### src/sv/i64dm_pkg.sv
`timescale 1ns / 1ps
`default_nettype none
// ----------------------------------------------------------------------------
// i64dm_pkg
// Shared constants and types of the 64-bit integer divider.
// ----------------------------------------------------------------------------
package i64dm_pkg;

  // Width of every operand and result field on the stream ports.
  localparam int unsigned FieldW = 64;
  // Default operand width that the divider actually works on.
  localparam int unsigned DataWidthDef = 64;

  // Status that the shift-subtract unit reports to its sequencer.
  typedef struct packed {
    logic busy;
    logic done;
  } i64dm_stat_t;

endpackage : i64dm_pkg
`default_nettype wire

### src/sv/i64dm_core.sv
`timescale 1ns / 1ps
`default_nettype none
// ----------------------------------------------------------------------------
// i64dm_core
// Restoring shift-subtract divider for unsigned operands, one quotient bit
// per clock cycle.
// ----------------------------------------------------------------------------
module i64dm_core
  import i64dm_pkg::*;
#(
  parameter int unsigned DATA_WIDTH = DataWidthDef
) (
  input  wire logic                  clk_i,
  input  wire logic                  rst_ni,
  input  wire logic                  start_i,
  input  wire logic [DATA_WIDTH-1:0] dividend_i,
  input  wire logic [DATA_WIDTH-1:0] divisor_i,
  output i64dm_stat_t                stat_o,
  output logic      [DATA_WIDTH-1:0] quotient_o,
  output logic      [DATA_WIDTH-1:0] remainder_o
);

  localparam int unsigned CntW = $clog2(DATA_WIDTH + 1);

  logic [CntW-1:0]       cnt_q, cnt_d;
  logic                  busy_q, busy_d;
  logic                  done_q, done_d;
  logic [DATA_WIDTH-1:0] quo_q, quo_d;
  logic [DATA_WIDTH-1:0] rem_q, rem_d;
  logic [DATA_WIDTH-1:0] div_q, div_d;
  logic [DATA_WIDTH:0]   partial;
  logic [DATA_WIDTH+1:0] diff;
  logic                  borrow;

  assign partial = {rem_q, quo_q[DATA_WIDTH-1]};
  assign diff    = {1'b0, partial} - {2'b00, div_q};
  assign borrow  = diff[DATA_WIDTH+1];

  always_comb begin
    cnt_d  = cnt_q;
    busy_d = busy_q;
    done_d = done_q;
    quo_d  = quo_q;
    rem_d  = rem_q;
    div_d  = div_q;
    if (start_i) begin
      cnt_d  = CntW'(DATA_WIDTH);
      busy_d = 1'b1;
      done_d = 1'b0;
      quo_d  = dividend_i;
      rem_d  = '0;
      div_d  = divisor_i;
    end else if (busy_q) begin
      rem_d = borrow ? partial[DATA_WIDTH-1:0] : diff[DATA_WIDTH-1:0];
      quo_d = {quo_q[DATA_WIDTH-2:0], ~borrow};
      cnt_d = cnt_q - CntW'(1);
      if (cnt_q == CntW'(1)) begin
        busy_d = 1'b0;
        done_d = 1'b1;
      end
    end
  end

  always_ff @(posedge clk_i or negedge rst_ni) begin
    if (!rst_ni) begin
      cnt_q  <= '0;
      busy_q <= 1'b0;
      done_q <= 1'b0;
    end else begin
      cnt_q  <= cnt_d;
      busy_q <= busy_d;
      done_q <= done_d;
    end
  end

  always_ff @(posedge clk_i) begin
    quo_q <= quo_d;
    rem_q <= rem_d;
    div_q <= div_d;
  end

  assign stat_o.busy  = busy_q;
  assign stat_o.done  = done_q;
  assign quotient_o   = quo_q;
  assign remainder_o  = rem_q;

endmodule : i64dm_core
`default_nettype wire

### src/sv/int64_divide_modulo.sv
`timescale 1ns / 1ps
`default_nettype none
// ----------------------------------------------------------------------------
// int64_divide_modulo
// Signed and unsigned integer divider giving quotient and remainder.
// ----------------------------------------------------------------------------
// One transfer in gives one transfer out. The sequencer first forms the
// magnitudes and starts the shift-subtract unit, which yields one quotient
// bit per cycle; it then sees that unit finish and, once the output register
// is free, restores the signs. A zero divisor skips the shift-subtract unit.
// The input is not ready while an item is in work, so the block takes no new
// item before the last one has reached the output register, where the
// finished result sits.
// Signed mode truncates toward zero and gives the remainder the sign of the
// dividend. A zero divisor sets the flag, returns all ones as the quotient
// and the dividend as the remainder. Input bits at and above DATA_WIDTH are
// ignored and result bits there are zero.
module int64_divide_modulo
  import i64dm_pkg::*;
#(
  parameter int unsigned DATA_WIDTH = DataWidthDef
) (
  input  wire logic                clk_i,
  input  wire logic                rst_ni,
  input  wire logic                s_axis_tvalid_i,
  output logic                     s_axis_tready_o,
  // [63:0] dividend_in, [127:64] divisor_in
  input  wire logic [2*FieldW-1:0] s_axis_tdata_i,
  // [0] is_signed
  input  wire logic [0:0]          s_axis_tuser_i,
  output logic                     m_axis_tvalid_o,
  input  wire logic                m_axis_tready_i,
  // [63:0] quotient_res, [127:64] remainder_res
  output logic      [2*FieldW-1:0] m_axis_tdata_o,
  // [0] zero_divisor
  output logic      [0:0]          m_axis_tuser_o
);

  localparam logic [1:0] S_IDLE = 2'd0;
  localparam logic [1:0] S_PREP = 2'd1;
  localparam logic [1:0] S_RUN  = 2'd2;
  localparam logic [1:0] S_FIX  = 2'd3;

  logic [1:0]            state_q, state_d;
  logic [DATA_WIDTH-1:0] a_q, a_d;
  logic [DATA_WIDTH-1:0] b_q, b_d;
  logic                  sgn_q, sgn_d;
  logic                  zero_q, zero_d;
  logic                  neg_quo_q, neg_quo_d;
  logic                  neg_rem_q, neg_rem_d;
  logic                  out_vld_q, out_vld_d;
  logic [FieldW-1:0]     out_quo_q, out_quo_d;
  logic [FieldW-1:0]     out_rem_q, out_rem_d;
  logic                  out_zero_q, out_zero_d;

  logic                  in_xfer;
  logic                  a_neg, b_neg;
  logic [DATA_WIDTH-1:0] mag_a, mag_b;
  logic                  core_start;
  i64dm_stat_t           core_stat;
  logic [DATA_WIDTH-1:0] core_quo, core_rem;
  logic [DATA_WIDTH-1:0] fix_quo, fix_rem;
  logic                  out_free;

  assign s_axis_tready_o = (state_q == S_IDLE);
  assign in_xfer         = s_axis_tvalid_i & s_axis_tready_o;
  assign out_free        = ~out_vld_q | m_axis_tready_i;

  assign a_neg = sgn_q & a_q[DATA_WIDTH-1];
  assign b_neg = sgn_q & b_q[DATA_WIDTH-1];
  assign mag_a = a_neg ? (~a_q + DATA_WIDTH'(1)) : a_q;
  assign mag_b = b_neg ? (~b_q + DATA_WIDTH'(1)) : b_q;

  assign fix_quo = zero_q ? '1 :
                   (neg_quo_q ? (~core_quo + DATA_WIDTH'(1)) : core_quo);
  assign fix_rem = zero_q ? a_q :
                   (neg_rem_q ? (~core_rem + DATA_WIDTH'(1)) : core_rem);

  always_comb begin
    state_d    = state_q;
    a_d        = a_q;
    b_d        = b_q;
    sgn_d      = sgn_q;
    zero_d     = zero_q;
    neg_quo_d  = neg_quo_q;
    neg_rem_d  = neg_rem_q;
    out_vld_d  = out_vld_q & ~m_axis_tready_i;
    out_quo_d  = out_quo_q;
    out_rem_d  = out_rem_q;
    out_zero_d = out_zero_q;
    core_start = 1'b0;
    unique case (state_q)
      S_IDLE: begin
        if (in_xfer) begin
          a_d     = s_axis_tdata_i[DATA_WIDTH-1:0];
          b_d     = s_axis_tdata_i[FieldW+DATA_WIDTH-1:FieldW];
          sgn_d   = s_axis_tuser_i[0];
          state_d = S_PREP;
        end
      end
      S_PREP: begin
        zero_d    = (b_q == '0);
        neg_quo_d = a_neg ^ b_neg;
        neg_rem_d = a_neg;
        if (b_q == '0) begin
          state_d = S_FIX;
        end else begin
          core_start = 1'b1;
          state_d    = S_RUN;
        end
      end
      S_RUN: begin
        if (core_stat.done) begin
          state_d = S_FIX;
        end
      end
      S_FIX: begin
        if (out_free) begin
          out_vld_d  = 1'b1;
          out_quo_d  = FieldW'(fix_quo);
          out_rem_d  = FieldW'(fix_rem);
          out_zero_d = zero_q;
          state_d    = S_IDLE;
        end
      end
      default: state_d = S_IDLE;
    endcase
  end

  always_ff @(posedge clk_i or negedge rst_ni) begin
    if (!rst_ni) begin
      state_q   <= S_IDLE;
      out_vld_q <= 1'b0;
    end else begin
      state_q   <= state_d;
      out_vld_q <= out_vld_d;
    end
  end

  always_ff @(posedge clk_i) begin
    a_q        <= a_d;
    b_q        <= b_d;
    sgn_q      <= sgn_d;
    zero_q     <= zero_d;
    neg_quo_q  <= neg_quo_d;
    neg_rem_q  <= neg_rem_d;
    out_quo_q  <= out_quo_d;
    out_rem_q  <= out_rem_d;
    out_zero_q <= out_zero_d;
  end

  i64dm_core #(
    .DATA_WIDTH(DATA_WIDTH)
  ) u_core (
    .clk_i      (clk_i),
    .rst_ni     (rst_ni),
    .start_i    (core_start),
    .dividend_i (mag_a),
    .divisor_i  (mag_b),
    .stat_o     (core_stat),
    .quotient_o (core_quo),
    .remainder_o(core_rem)
  );

  assign m_axis_tvalid_o = out_vld_q;
  assign m_axis_tdata_o  = {out_rem_q, out_quo_q};
  assign m_axis_tuser_o  = out_zero_q;

  a_zero_quo_ones: assert property (@(posedge clk_i) disable iff (!rst_ni)
    (m_axis_tvalid_o && m_axis_tuser_o[0]) |->
      (m_axis_tdata_o[DATA_WIDTH-1:0] == {DATA_WIDTH{1'b1}}))
    else $error("zero divisor result without all-ones quotient");

  a_core_idle_when_ready: assert property (@(posedge clk_i) disable iff (!rst_ni)
    s_axis_tready_o |-> !core_stat.busy)
    else $error("divider unit busy while input is ready");

  a_run_has_core: assert property (@(posedge clk_i) disable iff (!rst_ni)
    (state_q == S_RUN) |-> (core_stat.busy || core_stat.done))
    else $error("sequencer waits on an idle divider unit");

  a_one_result: assert property (@(posedge clk_i) disable iff (!rst_ni)
    (state_q == S_FIX && out_free) |=> (m_axis_tvalid_o && s_axis_tready_o))
    else $error("finished item not placed in output register");

endmodule : int64_divide_modulo
`default_nettype wire

### config.mk
export PLATFORM = sky130hd
export DESIGN_NAME = int64_divide_modulo
export DESIGN_NICKNAME = d
export VERILOG_FILES = /design/src/sv/i64dm_pkg.sv /design/src/sv/i64dm_core.sv /design/src/sv/int64_divide_modulo.sv
export SDC_FILE = /design/constraint.sdc
export NUM_CORES = 1
export LEC_CHECK = 0
export ABC_AREA = 0
export ABC_CLOCK_PERIOD_IN_PS = 4480
export BUFFER_PORTS_ARGS = -buffer_cell sky130_fd_sc_hd__clkbuf_2
export CORE_MARGIN = 2
export CORE_UTILIZATION = 54
export DETAILED_ROUTE_END_ITERATION = 8
export HOLD_SLACK_MARGIN = 0.15
export PLACE_DENSITY_LB_ADDON = 0.1
export SLEW_MARGIN = 30
export SYNTH_ARGS = -nofsm -noshare
export SYNTH_HDL_FRONTEND = slang
export SYNTH_SLANG_ARGS = --single-unit
### constraint.sdc
create_clock -name clk_i -period 4.48 [get_ports clk_i]
set_input_delay 1.344 -clock clk_i [delete_from_list [all_inputs] [get_ports clk_i]]
set_output_delay 1.344 -clock clk_i [all_outputs]
set_load 0.02 [all_outputs]
==> results of run 1 <==
==> metrics by stage <==
step | utilization | hold WS, ns | instance area, µm² | cells
after detailed placement | 0.588 | 0.487 | 27900 | 3398
after global routing | 0.621 | 0.528 | 29500 | 3484
after floorplan | - | 0.424 | 25800 | 2600
after CTS | 0.621 | 0.500 | 29500 | 3483
final | 0.621 | 0.498 | 29500 | 3484
after global placement | 0.588 | 0.482 | 27900 | 3398
==> sequential cells by signal, summed over array words and instances, names as in the netlist <==
| signal | cells |
|---|---|
| sgn_q | 1 |
| state_q | 2 |
| m_axis_tvalid_o | 1 |
| u_core.div_q | 64 |
| m_axis_tuser_o | 1 |
| neg_rem_q | 1 |
| u_core.busy_q | 1 |
| neg_quo_q | 1 |
| u_core.remainder_o | 64 |
| u_core.quotient_o | 64 |
| out_rem_q | 64 |
| b_q | 64 |
| zero_q | 1 |
| a_q | 64 |
| out_quo_q | 64 |
| u_core.done_q | 1 |
| u_core.cnt_q | 7 |
==> cells in the final DEF (no fill, tap or decap), drive strengths merged, types with 7 or more instances in the layout <==
| cell type | count |
|---|---|
| nand2 | 405 |
| clkinv | 16 |
| or4 | 35 |
| a32oi | 7 |
| a21oi | 148 |
| or3 | 42 |
| and3 | 11 |
| inv | 119 |
| o31ai | 61 |
| dfxtp | 64 |
| nor3 | 42 |
| nor2 | 136 |
| nand3 | 26 |
| o21ai | 293 |
| nor2b | 8 |
| or2 | 10 |
| mux2 | 7 |
| clkbuf | 324 |
| nor4 | 22 |
| o41ai | 27 |
| buf | 43 |
| edfxtp | 389 |
| xor2 | 190 |
| dfrtp | 12 |
| xnor2 | 115 |
| o21bai | 23 |
| and2 | 8 |
| ha | 74 |
| a31oi | 66 |
| nand4 | 27 |
| a21o | 19 |
| nand2b | 15 |
==> report_power, final <==
group / switching (W) / leakage (nW) / internal [W]
clock network: 0.00169 / 0.774 / 0.00239
logic: 0.0000244 / 6.44 / 0.0000402
registers: 0.0000000000000000000235 / 4.35 / 0.00464
==> worst max-delay path, stage by stage (launching register included) <==
cell and delay (ns):
edfxtp_1 0.45, or3_4 0.41, or4_4 0.45, or4_4 0.44, or3_1 0.39, or4_4 0.46, or3_1 0.39, or3_1 0.44
o31ai_1 0.27, xor2_1 0.17, nand2_1 0.06
==> kinds of logic (layout without fill, tap and decap cells) <==
family	Yosys count	after routing
muxes	11	11
DFF	465	465
buffers and inverters	241	509
other	0	1
adders and majority gates	75	75
xor gates and xnor gates	305	305
AOI/OAI and AO/OA	703	703
and+or+nand+nor	800	800
==> per-layer routing <==
layer | part of all wire | track usage | vias up
met2 | 0.45 | 0.422 | 691
li1 | - | - | 9920
met3 | 0.063 | 0.0321 | 115
met1 | 0.46 | 0.389 | 9514
met5 | 0 | 0 | -
met4 | 0.028 | 0.0870 | 0
==> layout make-up <==
cell class / instances / share of cell area
flip-flops and latches: 465 / 0.450
multi-input cells: 1894 / 0.397
repair buffers: 306 / 0.0581
clock buffers: 61 / 0.0438
well taps: 615 / 0.0261
inverters: 118 / 0.0152
clock inverters: 24 / 0.00980
diodes: 1 / 0.0000849
==> path summary, 6_finish.rpt <==
kind	slack, ns	endpoint	cells after the start
worst max-delay path	0.30	out_quo_q[57]	10
worst min-delay path	0.50	u_core.div_q[0]	0
worst max register to register	0.30	out_quo_q[57]	10
worst min register to register	0.50	u_core.div_q[0]	0
max in group asynchronous	3.56	u_core.busy_q	1
min in group asynchronous	0.64	u_core.cnt_q[0]	1
==> reports/metrics.yaml, run 1 <==
yosys:
  syn_avg_cell_area_um2: 9.94
  synth_largest_area_cell: "edfxtp_1"
  netlist.area_leader.share: 0.452
  dominantRegCellSynth: "edfxtp_1"
  edff_count_synth: 389
  main_combinational_cell_family_by_area_after_synthesis: "compound AO/OA/AOI/OAI gates"
  synth.ff_latch_count: 465
  synth_adder_area_share: 0.0366
  yosysMostFrequentCell: "nand2_1"
  mux_cell_area_share_after_synthesis: 0.00460
  synth_compound_gate_area_share: 0.165
  mappedNetlistArea_um2: 25800
  list_of_most_frequent_post_synthesis_cells: "nand2_1, edfxtp_1, o21ai_0"
  netlist-cell-type-count: 72
  syn_inst: 2600
  synth_area_leaders: "edfxtp_1, xor2_1, nand2_1"
  syn-num-nets: 2808
  synth_async_sr_flop_share: 0.0258
  synth_xor_area_frac: 0.103
  post_synth_and_or_nand_nor_area_fraction: 0.143
  synth-warning-count: 0
  synth_sequential_area_ratio: 0.513
route:
  drt-wirelength-per-cell_um: 19.3
  routed_via_density: 5.81
  drt_first_iter_violations: 1615
  detailroute.via_count: 20200
  remaining_drc_errors: 0
  detail_route.first_pass.iterations: 5
  drt.antenna.violating_nets: 0
  drt-total-wl_um: 67200
finish:
  syn2layout_area_growth_pct: 14.1
  nFillCells: 3973
  final-seq-area_um2: 13300
  proportion_of_layout_cells_with_a_drive_suffix_above_1: 0.145
  total_area_of_multi_input_combinational_cells_um2: 11700
  num-nets-final: 3042
cts:
  clkSlewWorstSetupHoldPaths_ns: 0.06
  cts-buffers-inserted: 49
  cts.sink_count: 465
  holdBufCountCts: 0
  cts.repair.resized: 0
  worst_skew_pair_latency_ns: 0.61
  post_cts_buffers: 0
  htree_num_levels: 2
  clock_path_buffers: 3
  cts_tree: "built"
  clock-root-buffer: "clkbuf_16"
sta:
  worst_slack_ns: 0.303
  final_min_period_over_clock_period: 0.932
  setup_violations: 0
  min_tclk_post_route_ns: 4.18
  timing.max_slew.rel_slack: 0.394
  tightestPinTransition_ns: 0.910
  totalNegativeSetupSlack_ns: 0
  finalHoldViolations: 0
  slew_viol_final: 0
  highest_clock_rate_ghz: 0.239
  grt_setup_unrepaired: "no"
  clock-skew-final_ns: 0.0237
power_and_ir_drop:
  peakVddDrop_v: 0.000289
  post-layout-total-power_w: 0.00878
  powerDensity_nw_per_um2: 298
  power.leakage_nw: 11.6
setup_path:
  setup.worst_path.end_class: "register"
  r2r-start: "u_core.quotient_o[29]"
  required_ns: 4.84
  crit_start: "u_core.quotient_o[29]"
  timing.critical_path.fanout_max: 6
  worst_path_arrival_time_ns: 4.53
  timing_worst_setup_path_type: "register to register"
  start_kind: "register"
run_status:
  status: "complete, no violations"
die:
  die-area_um2: 49600
  number_of_standard_cell_rows_in_the_floorplan: 80
  die_height_um: 223
  die_x_um: 223
  start_util: 0.545
  design.core.area_um2: 47400
  num_io_pins: 264
run:
  timing.max_cap.violations: 0
global_routing:
  gr-usage-all-layers: 0.268
  wire_length_of_the_first_global_routing_pass_um: 105000
  maximum_number_of_pins_on_one_net_before_global_route_repair: 130
  grt_remaining_overflow: 0
  initial_antenna_violation_count: 1
  vias_in_the_first_global_route: 19200
placed_design:
  pre_cts_ws_ns: 0.327
  hpwlAfterDp_um: 50400
  port_buffers: 263
  routabilityCongestion: 0.967
min_path:
  holdCritPathClass: "register to register"
  hp-start: "b_q[0]"
(Power assumes the default switching activity.)
==> run 2: changes to the inputs <==
- CORE_MARGIN: 2 -> 3
==> reports/metrics.yaml, run 2 (synthesis results as in run 1) <==
run_status:
  status: "complete, no violations"
placed_design:
  total_placed_instance_area_um2: 27900  # about the same
  routabilityCongestion: 0.954  # -1.3%
  hpwlAfterDp_um: 50800  # +0.84%
  pre_cts_ws_ns: 0.295  # -0.0320 ns
  port_buffers: 263  # unchanged
  dp_cells: 3392  # -0.18%
sta:
  grt_setup_unrepaired: "no"
  setup_violations: 0  # unchanged
  final_min_period_over_clock_period: 0.938  # +0.00523
  slew_viol_final: 0  # unchanged
  highest_clock_rate_ghz: 0.238  # -0.56%
  tightestPinTransition_ns: 0.907  # -0.00279 ns
  worst_slack_ns: 0.280  # -0.0234 ns
  min_tclk_post_route_ns: 4.20  # +0.0234 ns
  finalHoldViolations: 0  # unchanged
  totalNegativeSetupSlack_ns: 0  # unchanged
  timing.max_slew.rel_slack: 0.395  # +0.00186
  clock-skew-final_ns: 0.0197  # -0.00402 ns
  final.hold.worst_slack_ns: 0.508  # +0.00972 ns
die:
  die_height_um: 225  # +0.90%
  number_of_standard_cell_rows_in_the_floorplan: 79  # -1.3%
  design.core.area_um2: 47000  # -1.0%
  die-area_um2: 50500  # +1.8%
  num_io_pins: 264  # unchanged
  start_util: 0.550  # +0.00573
  die_x_um: 225  # +0.90%
setup_path:
  setup.worst_path.end_class: "register"
  required_ns: 4.80  # -0.04 ns
  timing.critical_path.fanout_max: 6  # unchanged
  start_kind: "register"
  worst_path_arrival_time_ns: 4.52  # about the same
  timing_worst_setup_path_type: "register to register"
cts:
  worst_skew_pair_latency_ns: 0.59  # -0.02 ns
  holdBufCountCts: 0  # unchanged
  htree_num_levels: 2  # unchanged
  cts-buffers-inserted: 50  # +2.0%
  cts.sink_count: 465  # unchanged
  clock_path_buffers: 3  # unchanged
  cts.repair.resized: 0  # unchanged
  post_cts_buffers: 0  # unchanged
  cts_tree: "built"
  clock-root-buffer: "clkbuf_16"
  clkSlewWorstSetupHoldPaths_ns: 0.06  # about the same
route:
  drt.antenna.violating_nets: 0  # unchanged
  routed_via_density: 5.81  # about the same
  drt_first_iter_violations: 1670  # +3.4%
  detail_route.first_pass.iterations: 5  # unchanged
  drt-wirelength-per-cell_um: 19.2  # -0.41%
  detailroute.via_count: 20200  # -0.10%
  remaining_drc_errors: 0  # unchanged
  drt-total-wl_um: 66900  # -0.49%
global_routing:
  wire_length_of_the_first_global_routing_pass_um: 104000  # -1.3%
  initial_antenna_violation_count: 1  # unchanged
  gr-usage-all-layers: 0.260  # -0.00881
  grt_remaining_overflow: 0  # unchanged
  maximum_number_of_pins_on_one_net_before_global_route_repair: 118  # -9.2%
  vias_in_the_first_global_route: 18700  # -2.5%
finish:
  num-nets-final: 3045  # +0.099%
  syn2layout_area_growth_pct: 13.7
  proportion_of_layout_cells_with_a_drive_suffix_above_1: 0.144  # -0.000949
  post_layout_nonfiller_instances: 3481  # -0.086%
  total_area_of_multi_input_combinational_cells_um2: 11700  # about the same
  layout_common_cells: "nand2_1, edfxtp_1, o21ai_0"
  nFillCells: 3887  # -2.2%
  final-seq-area_um2: 13300  # unchanged
  final_design_area_no_fill_um2: 29400  # -0.31%
  mostFrequentLayoutCell: "nand2_1"
run:
  timing.max_cap.violations: 0  # unchanged
min_path:
  holdCritPathClass: "register to register"
power_and_ir_drop:
  power.leakage_nw: 11.5  # -0.22%
  powerDensity_nw_per_um2: 290  # -2.8%
  peakVddDrop_v: 0.000324  # +12%
[run 2: path summary, 6_finish.rpt]
path                                   startpoint                endpoint  slack [ns]  cells past startpoint
min in group asynchronous                  rst_ni         m_axis_tvalid_o        0.64                      1
min                        u_core.remainder_o[63]  u_core.remainder_o[63]        0.51                      2
min reg2reg                u_core.remainder_o[63]  u_core.remainder_o[63]        0.51                      2
max                         u_core.quotient_o[29]           out_quo_q[57]        0.28                     10
max reg2reg                 u_core.quotient_o[29]           out_quo_q[57]        0.28                     10
max in group asynchronous                  rst_ni           u_core.busy_q        3.59                      1
[run 2: report_power, final]
part	switching [W]	internal [W]	leakage [nW]	total [W]
Combinational	0.0000245	0.0000402	6.46	0.0000647
Sequential	0.0000000000000000000186	0.00464	4.35	0.00464
Clock	0.00165	0.00216	0.729	0.00381
Total	0.00167	0.00684	11.5	0.00852
[run 2: worst max-delay path, cell delays in order, from the launching register on]
cell and delay (ns):
edfxtp_1 0.44, or3_4 0.41, or4_4 0.45, or4_4 0.44
or3_1 0.37, or4_4 0.45, or3_1 0.40, or3_1 0.44
o31ai_1 0.28, xor2_1 0.17, nand2_1 0.06
[run 2: metal layers]
| metal | vias up | routed length [µm] | part of all wire | GRT usage |
|---|---|---|---|---|
| met1 | 9520 | 31100 | 0.47 | 0.390 |
| met4 | 0 | 1640 | 0.024 | 0.0714 |
| met3 | 100 | 4330 | 0.065 | 0.0296 |
| li1 | 9904 | - | - | - |
| met2 | 695 | 29800 | 0.45 | 0.403 |
| met5 | - | 0 | 0 | 0 |
[run 2: layout make-up]
cell class              count  area share
multi-input cells        1894       0.398
clock buffers              63      0.0442
diodes                      1   0.0000851
well taps                 607      0.0258
flip-flops and latches    465       0.451
inverters                 118      0.0152
repair buffers            308      0.0585
clock inverters            25     0.00643
[run 2: stage by stage]
step,util,total power [W]
after global placement,0.594,0.00479
after floorplan,-,0.00473
final,0.626,0.00852
after detailed placement,0.594,0.00479
after global routing,0.626,0.00877
after CTS,0.626,0.00859
